===== src/design/pdr_pkg.sv =====
package pdr_pkg;

   localparam int PERIOD_W = 28;
   localparam int CLK_W    = 26;
   localparam int DEN_W    = 33;
   localparam int NUM_W    = 32;
   localparam int REM_W    = 37;
   localparam int FREQ_W   = 24;
   localparam int DNUM_W   = 36;
   localparam int DREM_W   = 29;
   localparam int SCALE_W  = 37;

   localparam int INT_BITS_DEF     = 8;
   localparam int FRAC_BITS_DEF    = 14;
   localparam int DIVISOR_BITS_DEF = 8;

   localparam int FREQ_STEPS  = 24;
   localparam int BASE_STEPS  = 32;
   localparam int DUTY_STEPS  = 36;
   localparam int DIGIT_CELLS = 5;
   localparam int DIGIT_START = FREQ_STEPS + BASE_STEPS;

   localparam logic [CLK_W-1:0]    CLK_RESET    = 26'd19200000;
   localparam logic [PERIOD_W-1:0] PERIOD_MIN   = 28'd104;
   localparam logic [PERIOD_W-1:0] PERIOD_MAX   = 28'd218453000;
   localparam logic [PERIOD_W-1:0] RANGE_SWITCH = 28'd13333;
   localparam logic [SCALE_W-1:0]  NS_LO        = 37'd1000000000;
   localparam logic [SCALE_W-1:0]  NS_HI        = 37'd100000000000;
   localparam logic [7:0]          CMP_MAX      = 8'd255;

   typedef enum logic [2:0] {
      STEP_FREQ,
      STEP_BASE,
      STEP_MUL10,
      STEP_DIGIT,
      STEP_BIN
   } pdr_step_type;

   typedef struct packed {
      logic valid;
      logic err;
      logic qnz;
   } pdr_ctl_type;

   function automatic int pdr_stage_count(input int frac);
      return DIGIT_START + (DIGIT_CELLS + 1) * frac;
   endfunction

   function automatic pdr_step_type pdr_step_kind(input int idx, input int frac);
      pdr_step_type k;
      if (idx < FREQ_STEPS) begin
         k = STEP_FREQ;
      end else if (idx < DIGIT_START) begin
         k = STEP_BASE;
      end else if (idx < DIGIT_START + DIGIT_CELLS * frac) begin
         k = ((idx - DIGIT_START) % DIGIT_CELLS == 0) ? STEP_MUL10 : STEP_DIGIT;
      end else begin
         k = STEP_BIN;
      end
      return k;
   endfunction

   function automatic int pdr_digit_sub(input int idx);
      int s;
      s = 0;
      if (idx >= DIGIT_START && (idx - DIGIT_START) % DIGIT_CELLS != 0) begin
         s = DIGIT_CELLS - 1 - (idx - DIGIT_START) % DIGIT_CELLS;
      end
      return s;
   endfunction

   function automatic logic [63:0] pdr_pow10(input int n);
      logic [63:0] p;
      p = 64'd1;
      for (int i = 0; i < n; i++) begin
         p = p * 64'd10;
      end
      return p;
   endfunction

endpackage


===== src/design/pdr_cell.sv =====
module pdr_cell import pdr_pkg::*; #(
   parameter pdr_step_type KIND = STEP_FREQ,
   parameter int SUB           = 0,
   parameter bit LAST_FREQ     = 1'b0,
   parameter bit DUTY          = 1'b0,
   parameter int FRAC_BITS     = FRAC_BITS_DEF,
   parameter int DIVISOR_BITS  = DIVISOR_BITS_DEF,
   parameter int DEC_W         = 47
) (
   input  logic                    clock,
   input  logic                    reset,
   input  logic                    en,
   input  pdr_ctl_type             src_ctl,
   input  logic [PERIOD_W-1:0]     src_period,
   input  logic [DEN_W-1:0]        src_den,
   input  logic [NUM_W-1:0]        src_num,
   input  logic [REM_W-1:0]        src_rem,
   input  logic [FREQ_W-1:0]       src_quo,
   input  logic [DEC_W-1:0]        src_dec,
   input  logic [FRAC_BITS-1:0]    src_bits,
   input  logic [DNUM_W-1:0]       src_dnum,
   input  logic [DREM_W-1:0]       src_drem,
   input  logic [DIVISOR_BITS-1:0] src_dquo,
   output pdr_ctl_type             ctl_ff,
   output logic [PERIOD_W-1:0]     period_ff,
   output logic [DEN_W-1:0]        den_ff,
   output logic [NUM_W-1:0]        num_ff,
   output logic [REM_W-1:0]        rem_ff,
   output logic [FREQ_W-1:0]       quo_ff,
   output logic [DEC_W-1:0]        dec_ff,
   output logic [FRAC_BITS-1:0]    bits_ff,
   output logic [DNUM_W-1:0]       dnum_ff,
   output logic [DREM_W-1:0]       drem_ff,
   output logic [DIVISOR_BITS-1:0] dquo_ff
);

   localparam int DEC_W1  = DEC_W + 1;
   localparam int DREM_W1 = DREM_W + 1;

   pdr_ctl_type             ctl_in;
   logic [NUM_W-1:0]        num_in;
   logic [REM_W-1:0]        rem_in;
   logic [FREQ_W-1:0]       quo_in;
   logic [DEC_W-1:0]        dec_in;
   logic [FRAC_BITS-1:0]    bits_in;
   logic [DNUM_W-1:0]       dnum_in;
   logic [DREM_W-1:0]       drem_in;
   logic [DIVISOR_BITS-1:0] dquo_in;

   logic [REM_W-1:0]   shl;
   logic [REM_W-1:0]   dvs;
   logic [REM_W-1:0]   dsh;
   logic               ge;
   logic [DEC_W1-1:0]  d2;
   logic [DEC_W1-1:0]  scl;
   logic [DREM_W1-1:0] dt;
   logic [DREM_W1-1:0] dper;

   always_comb begin
      ctl_in  = src_ctl;
      num_in  = src_num;
      rem_in  = src_rem;
      quo_in  = src_quo;
      dec_in  = src_dec;
      bits_in = src_bits;
      shl     = {src_rem[REM_W-2:0], src_num[NUM_W-1]};
      dvs     = (KIND == STEP_FREQ) ? REM_W'(src_period) : REM_W'(src_den);
      dsh     = REM_W'(src_den) << SUB;
      ge      = 1'b0;
      d2      = {src_dec, 1'b0};
      scl     = DEC_W1'(pdr_pow10(FRAC_BITS));
      case (KIND)
         STEP_FREQ, STEP_BASE: begin
            ge     = (shl >= dvs);
            rem_in = ge ? (shl - dvs) : shl;
            quo_in = {src_quo[FREQ_W-2:0], ge};
            num_in = src_num << 1;
            if (KIND == STEP_BASE) begin
               ctl_in.qnz = src_ctl.qnz | ge;
            end
            if (LAST_FREQ) begin
               // The frequency is done: it becomes the next dividend, times 256.
               num_in = {quo_in, {(NUM_W - FREQ_W){1'b0}}};
               quo_in = '0;
               rem_in = '0;
            end
         end
         STEP_MUL10: begin
            rem_in = (src_rem << 3) + (src_rem << 1);
            dec_in = (src_dec << 3) + (src_dec << 1);
         end
         STEP_DIGIT: begin
            ge = (src_rem >= dsh);
            if (ge) begin
               rem_in = src_rem - dsh;
               dec_in = src_dec + (DEC_W'(1) << SUB);
            end
         end
         STEP_BIN: begin
            ge      = (d2 >= scl);
            dec_in  = ge ? DEC_W'(d2 - scl) : DEC_W'(d2);
            bits_in = {src_bits[FRAC_BITS-2:0], ge};
         end
         default: ;
      endcase
   end

   always_comb begin
      dt   = {src_drem, src_dnum[DNUM_W-1]};
      dper = DREM_W1'(src_period);
      if (DUTY) begin
         dnum_in = src_dnum << 1;
         if (dt >= dper) begin
            drem_in = DREM_W'(dt - dper);
            dquo_in = {src_dquo[DIVISOR_BITS-2:0], 1'b1};
         end else begin
            drem_in = DREM_W'(dt);
            dquo_in = {src_dquo[DIVISOR_BITS-2:0], 1'b0};
         end
      end else begin
         dnum_in = src_dnum;
         drem_in = src_drem;
         dquo_in = src_dquo;
      end
   end

   always_ff @(posedge clock) begin
      if (reset) begin
         ctl_ff <= '0;
      end else if (en) begin
         ctl_ff <= ctl_in;
      end
   end

   always_ff @(posedge clock) begin
      if (en) begin
         period_ff <= src_period;
         den_ff    <= src_den;
         num_ff    <= num_in;
         rem_ff    <= rem_in;
         quo_ff    <= quo_in;
         dec_ff    <= dec_in;
         bits_ff   <= bits_in;
         dnum_ff   <= dnum_in;
         drem_ff   <= drem_in;
         dquo_ff   <= dquo_in;
      end
   end

endmodule


===== config.mk =====
export PLATFORM = sky130hd
export DESIGN_NAME = pdr_cell
export DESIGN_NICKNAME = d
export VERILOG_FILES = /design/src/design/pdr_pkg.sv /design/src/design/pdr_cell.sv
export SDC_FILE = /design/constraint.sdc
export NUM_CORES = 1
export LEC_CHECK = 0
export BUFFER_PORTS_ARGS = -buffer_cell sky130_fd_sc_hd__buf_2
export CORE_AREA = 8 8 219 221
export CTS_BUF_LIST = sky130_fd_sc_hd__clkbuf_2
export DETAILED_ROUTE_END_ITERATION = 12
export DIE_AREA = 0 0 227 229
export GPL_TIMING_DRIVEN = 0
export PLACE_DENSITY = 0.52
export SETUP_SLACK_MARGIN = 0.5
export SYNTH_ARGS = -nofsm -noshare
export SYNTH_HDL_FRONTEND = slang
export SYNTH_SLANG_ARGS = --single-unit

===== constraint.sdc =====
create_clock -name clock -period 3.1 [get_ports clock]
set_input_delay 0.31 -clock clock [delete_from_list [all_inputs] [get_ports clock]]
set_output_delay 0.31 -clock clock [all_outputs]
set_load 0.01 [all_outputs]

==> results.txt, run 1 <==
Top cell type by total area after synthesis: sky130_fd_sc_hd__edfxtp_1. It got as far as clock tree synthesis (4_1_cts) and failed there. Ranked by total cell area, the synthesized netlist is headed by sky130_fd_sc_hd__edfxtp_1 79%, sky130_fd_sc_hd__ha_1 3.2%, sky130_fd_sc_hd__o21ai_0 2.1%, sky130_fd_sc_hd__nand2_1 1.9%, sky130_fd_sc_hd__xnor2_1 1.6%.

The number of synthesized flops with an enable pin was 287. Ranked by instance count, the synthesized netlist is headed by 287 x sky130_fd_sc_hd__edfxtp_1, 54 x sky130_fd_sc_hd__nand2_1, 45 x sky130_fd_sc_hd__o21ai_0. Among all flip-flop cells after synthesis, the most frequent one is sky130_fd_sc_hd__edfxtp_1.

The number of core rows was 78. The run gives 0 as the count of instances resized after the clock tree is built. The longest clock path from root to sink contains 3 buffers. In the synthesized netlist the async set-or-reset flop fraction comes to 0%. The tools report the count of boundary I/O pins as 585. Dividing the synthesized area by the synthesized cell count gives 16.7 um^2. The count of state elements after synthesis is 290, and the die boundary height is 229 um.

The run gives 10,900 um^2 as the area of the mapped netlist. In the post-synthesis netlist, the cell with the most instances is sky130_fd_sc_hd__edfxtp_1. The logs give -0.372 ns for the post-placement worst setup slack and 79.6% for the register area share after synthesis. The first error in the log reads "[ERROR RSZ-0060] Max buffer count reached". The number of clock buffers added by TritonCTS is 81. During synthesis, Yosys emitted a total of 0 warnings. Synthesis instantiated 46 different standard cells from the library. The width of the die was 227 um. Synthesis produced a netlist with a net count of 977.

The tools report the setup fix buffers added after clock tree synthesis as 0. The number of sinks on the clock net was 290; the global placer's final weighted congestion was 0.831. The H-tree generated during clock tree synthesis spans 3 levels.

Number of buffers inserted by hold repair at cts: 397. Of the post-synthesis cell area, the dominant cell type holds 79.0%. The number of input and output port buffers inserted was 581; the number of cells produced by synthesis was 654. The flow did not finish. Initial cell density of the core: 24.4%.

The tools report the root buffer cell as sky130_fd_sc_hd__clkbuf_2. The HPWL after detailed placement is 35,400 um.
-- kinds of logic after synthesis --
group           after synthesis  synth area share, %
compound gates              110                 5.90
simple gates                137                 6.10
fa+ha+maj                    29                 3.40
buf+inv                      48                 1.77
mux                           5                0.482
other cells                   1               0.0344
xor+xnor                     34                 2.73
flops                       290                 79.6
-- metrics by stage --
| step | TNS, ns | instance area, um^2 | instances |
|---|---|---|---|
| 3_5_place_dp | -8.21 | 14600 | 1837 |
| 3_3_place_gp | -734.61 | 14600 | 1835 |
| 2_1_floorplan | 0 | 10900 | 654 |
==> run 2, diff against run 1 <==
CORE_AREA = 8 8 224 226   (was 8 8 219 221)
CTS_BUF_LIST = not set   (was sky130_fd_sc_hd__clkbuf_2)
DIE_AREA = 0 0 232 234   (was 0 0 227 229)
PLACE_DENSITY = not set   (was 0.52)
PLACE_DENSITY_LB_ADDON = 0.15   (was not set)
SETUP_SLACK_MARGIN = not set   (was 0.5)
==> run 2 against run 1 <==
Compared with the run above:
- the run now ends clean
- synthesized cell count did not move
- area after synthesis unchanged
==> results.txt, run 2 <==
The net switching fraction of the power came out at 24.7%. The logs give 3.16 ns for the arrival time at the worst endpoint and 977 for the post-synthesis net count. Number of cells on the worst reg-to-reg path: 3.

The count of state elements after synthesis was 290. Along the worst path, the maximum fanout reaches 10. The logs give 33,900 um for the half-perimeter wire length after detailed placement and 2 for the CTS H-tree depth. After detailed placement, the total cell area comes to 14,600 um^2. The transition time at the pin with the least slew margin was 0.781 ns. The run gives 8,841 as the overall via count from detail_route. The initial antenna violation count is 8, and the via count of the first global-routing pass is 9,691. The fraction of registers with async set or reset after synthesis was 0%; the global-route wire length before repair was 61,300 um.

The first-pass iteration count of the detailed router came out at 4. The tools report the residual antenna-violating net count after detailed routing as 0. The analysis attributes to cell leakage a power of 0.00769 uW. The number of setup violations in the final report came out at 0. The tool flagged a number of max-cap violations equal to 0. The number of library cell types mapped by synthesis came out at 46. The clock transition at the registers of the reported paths was 0.05 ns; the final global-route overflow total was 0. After floorplanning, the core was sized to cover 46,800 um^2. The DRC violation count after routing was 0. The total track usage is 15.0%. The count of synthesis-stage warnings from yosys was 0. In the layout the commonest cells are 581 x sky130_fd_sc_hd__buf_2, 287 x sky130_fd_sc_hd__edfxtp_1, 252 x sky130_fd_sc_hd__dlygate4sd3_1, 54 x sky130_fd_sc_hd__nand2_1, 45 x sky130_fd_sc_hd__o21ai_0. For this run, the post-layout net count is 1,849.

Of the synthesized area, sequential elements account for 79.6%. The top cell type by area accounts for 79.0% of the synthesized area. The mapped netlist covers 10,900 um^2. The analysis attributes to net switching a power of 2470 uW.

The die is 234 um tall. The width of the die came out at 232 um. IR analysis of the VDD net gives a maximum drop of 0.426 mV. The final period demand of the worst path came out at 2.91 ns. The share of the clock period used by the worst path after layout works out to 94.0%. Ranked by instance count, the synthesized netlist is headed by 287 x sky130_fd_sc_hd__edfxtp_1, 54 x sky130_fd_sc_hd__nand2_1, 45 x sky130_fd_sc_hd__o21ai_0.

The tools report the final hold slack as 0.0495 ns. 585 I/O pins were placed. Synthesis handed over a netlist of 654 instances. Across the routed clock network, the largest skew measured is 0 ns.

sky130_fd_sc_hd__edfxtp_1 takes more of the synthesized area than any other cell. The logs give 18,200 um^2 for the final instance area and 290 for the number of sinks on the clock net. Fraction of final layout cells sized beyond drive strength 1: 41.3%.

Global placer's final weighted congestion: 0.791. Each instance of the synthesized netlist takes up on average 16.7 um^2. The CTS buffer count was 35. The utilization after layout was 38.8%; the cell depth of the worst hold path was 1. The tools report the nature of the critical path endpoint as a flip-flop.

The area growth from synthesis to final layout works out to 66.7%. The tools report the starting DRC count in detailed routing as 363. Setup repair after global routing left no endpoint under its margin. The run finished with clean final reports.

Largest register by flop count: dec_ff. The largest registers in the layout are dec_ff: 47 flops, rem_ff: 37 flops, dnum_ff: 36 flops. The most frequently used flop master after synthesis is sky130_fd_sc_hd__edfxtp_1. Number of input and output port buffers inserted: 581. TritonCTS built the clock tree. The library cell used most frequently in the layout, excluding fill and tap cells, is sky130_fd_sc_hd__buf_2.

The run gives 36.5% as the share of total power in the clock network. In this run the deepest clock path goes through 3 buffers. After detailed routing, the total wire length is 43,100 um. The initial cell density of the core was 23.3%. Combinational cells account for 15.7% of the total power.

The average wire per cell in the routed design works out to 19.9 um. The worst path meets setup with 0.186 ns of slack. Number of vias per cell: 4.08.

In this run the most critical hold path is launched from src_period[17]. At the placement stage, the worst setup path has a slack of -0.436 ns. The worst setup path is launched from a primary input. Counting flops with a built-in enable in the synthesized netlist gives 287. Yosys instantiated no cell more often than sky130_fd_sc_hd__edfxtp_1. The number of flip-flops in the largest register was 47. In this run the core area contains 80 standard-cell rows. The tightest slew margin relative to the limit is 47.9%, and the overall die area is 54,300 um^2. The internal portion of the total power is 7540 uW. The number of slew-limit violations in the final report was 0. In this run the critical register-to-register path is launched from ctl_ff[0].

The power density over the cells came out at 551 nW/um^2. For the number of endpoints with negative hold slack in the final report, the log shows 0. Register-to-register setup slack: 1.96 ns.

The portion of total power attributed to sequential cells came out at 47.8%. Root buffer cell: sky130_fd_sc_hd__clkbuf_16. For hold timing, the worst endpoint is period_ff[17]. The type of the setup path with the least slack was in2reg.

The worst flop-to-flop path endpoint is ctl_ff[0]. At the worst endpoint, the required time is 3.35 ns. The type of the tightest min-delay check is in2reg. Yosys attributes the largest share of cell area to sky130_fd_sc_hd__edfxtp_1 79%, sky130_fd_sc_hd__ha_1 3.2%, sky130_fd_sc_hd__o21ai_0 2.1%, sky130_fd_sc_hd__nand2_1 1.9%, sky130_fd_sc_hd__xnor2_1 1.6%. For the pin count of the biggest net entering global routing, the log shows 118.

The tools report the fmax as 343 MHz. Later-pin clock latency in the skew report: 0.52 ns.
run 2: cell counts after synthesis:
Identical to the previous run, type by type.
run 2: metal layers:
metal  up-vias  wire length [um]  GRT usage, %
met5         -                69             0
met4        10               720          3.50
met3        57              4440          6.98
met2       328             23000          28.3
met1      4226             14900          14.8
li1       4220                 -             -
run 2: worst max-delay path by stage:
| stage | startpoint | end | slack [ns] |
|---|---|---|---|
| 2_1_floorplan | src_period[26] | rem_ff[27] | 0.57 |
| 3_3_place_gp | en | ctl_ff[0] | -2.87 |
| 3_5_place_dp | src_period[26] | rem_ff[0] | -0.44 |
| 4_1_cts | src_period[24] | rem_ff[0] | 0.04 |
| 5_1_grt | src_period[24] | rem_ff[27] | 0.02 |
| 6_report | src_period[24] | rem_ff[27] | 0.19 |
run 2: final cells by class:
class / count / area, um^2
diodes: 2 / 5.00
repair buffers: 835 / 5500
fillers: 4637 / 28700
flip-flops and latches: 290 / 8680
plain buffers: 15 / 72.6
inverters: 33 / 124
well taps: 615 / 769
clock buffers: 51 / 936
clock inverters: 9 / 67.6
multi-input cells: 316 / 2030
run 2: through the flow:
stage          power [uW]  std cells  setup TNS, ns
2_1_floorplan        5400        654              0
3_3_place_gp         6210       1850        -805.42
3_5_place_dp         6190       1852          -9.33
4_1_cts             10200       2164              0
5_1_grt             10500       2165              0
6_report            10000       2166              0
run 2: power groups by stage:
stage,Combinational [uW],Clock (uW),Sequential (uW)
2_1_floorplan,324,0,5070
3_3_place_gp,1320,0,4900
3_5_place_dp,1320,0,4870
4_1_cts,1610,3820,4790
5_1_grt,1710,3930,4830
6_report,1570,3660,4790
run 2: worst max-delay path, cell delays in order:
cell and delay, ns:
sky130_fd_sc_hd__dlygate4sd3_1 0.52, sky130_fd_sc_hd__buf_2 0.10, sky130_fd_sc_hd__inv_1 0.04, sky130_fd_sc_hd__ha_1 0.37, sky130_fd_sc_hd__nand4_1 0.16, sky130_fd_sc_hd__nor3_1 0.08, sky130_fd_sc_hd__a31oi_1 0.30, sky130_fd_sc_hd__nand2_1 0.08
sky130_fd_sc_hd__a31oi_1 0.38, sky130_fd_sc_hd__buf_6 0.25, sky130_fd_sc_hd__clkbuf_1 0.41, sky130_fd_sc_hd__o21ai_0 0.16
run 2: timing repair:
| action | CTS | global route |
|---|---|---|
| endpoints found under the hold margin | 251 | 0 |
| hold buffers | 252 | 0 |
| buffers inserted | 0 | 0 |
| endpoints found under the setup margin | 0 | 20 |
| gates resized for setup | 0 | 6 |
run 2: logic make-up after synthesis:
logic type / synth area share (%)
DFF: 79.6
and+or+nand+nor: 6.10
AOI/OAI and AO/OA: 5.90
buffers and inverters: 1.77
xor gates and xnor gates: 2.73
adders and majority gates: 3.40
muxes: 0.482
other: 0.0344
(Power assumes the default switching activity.)
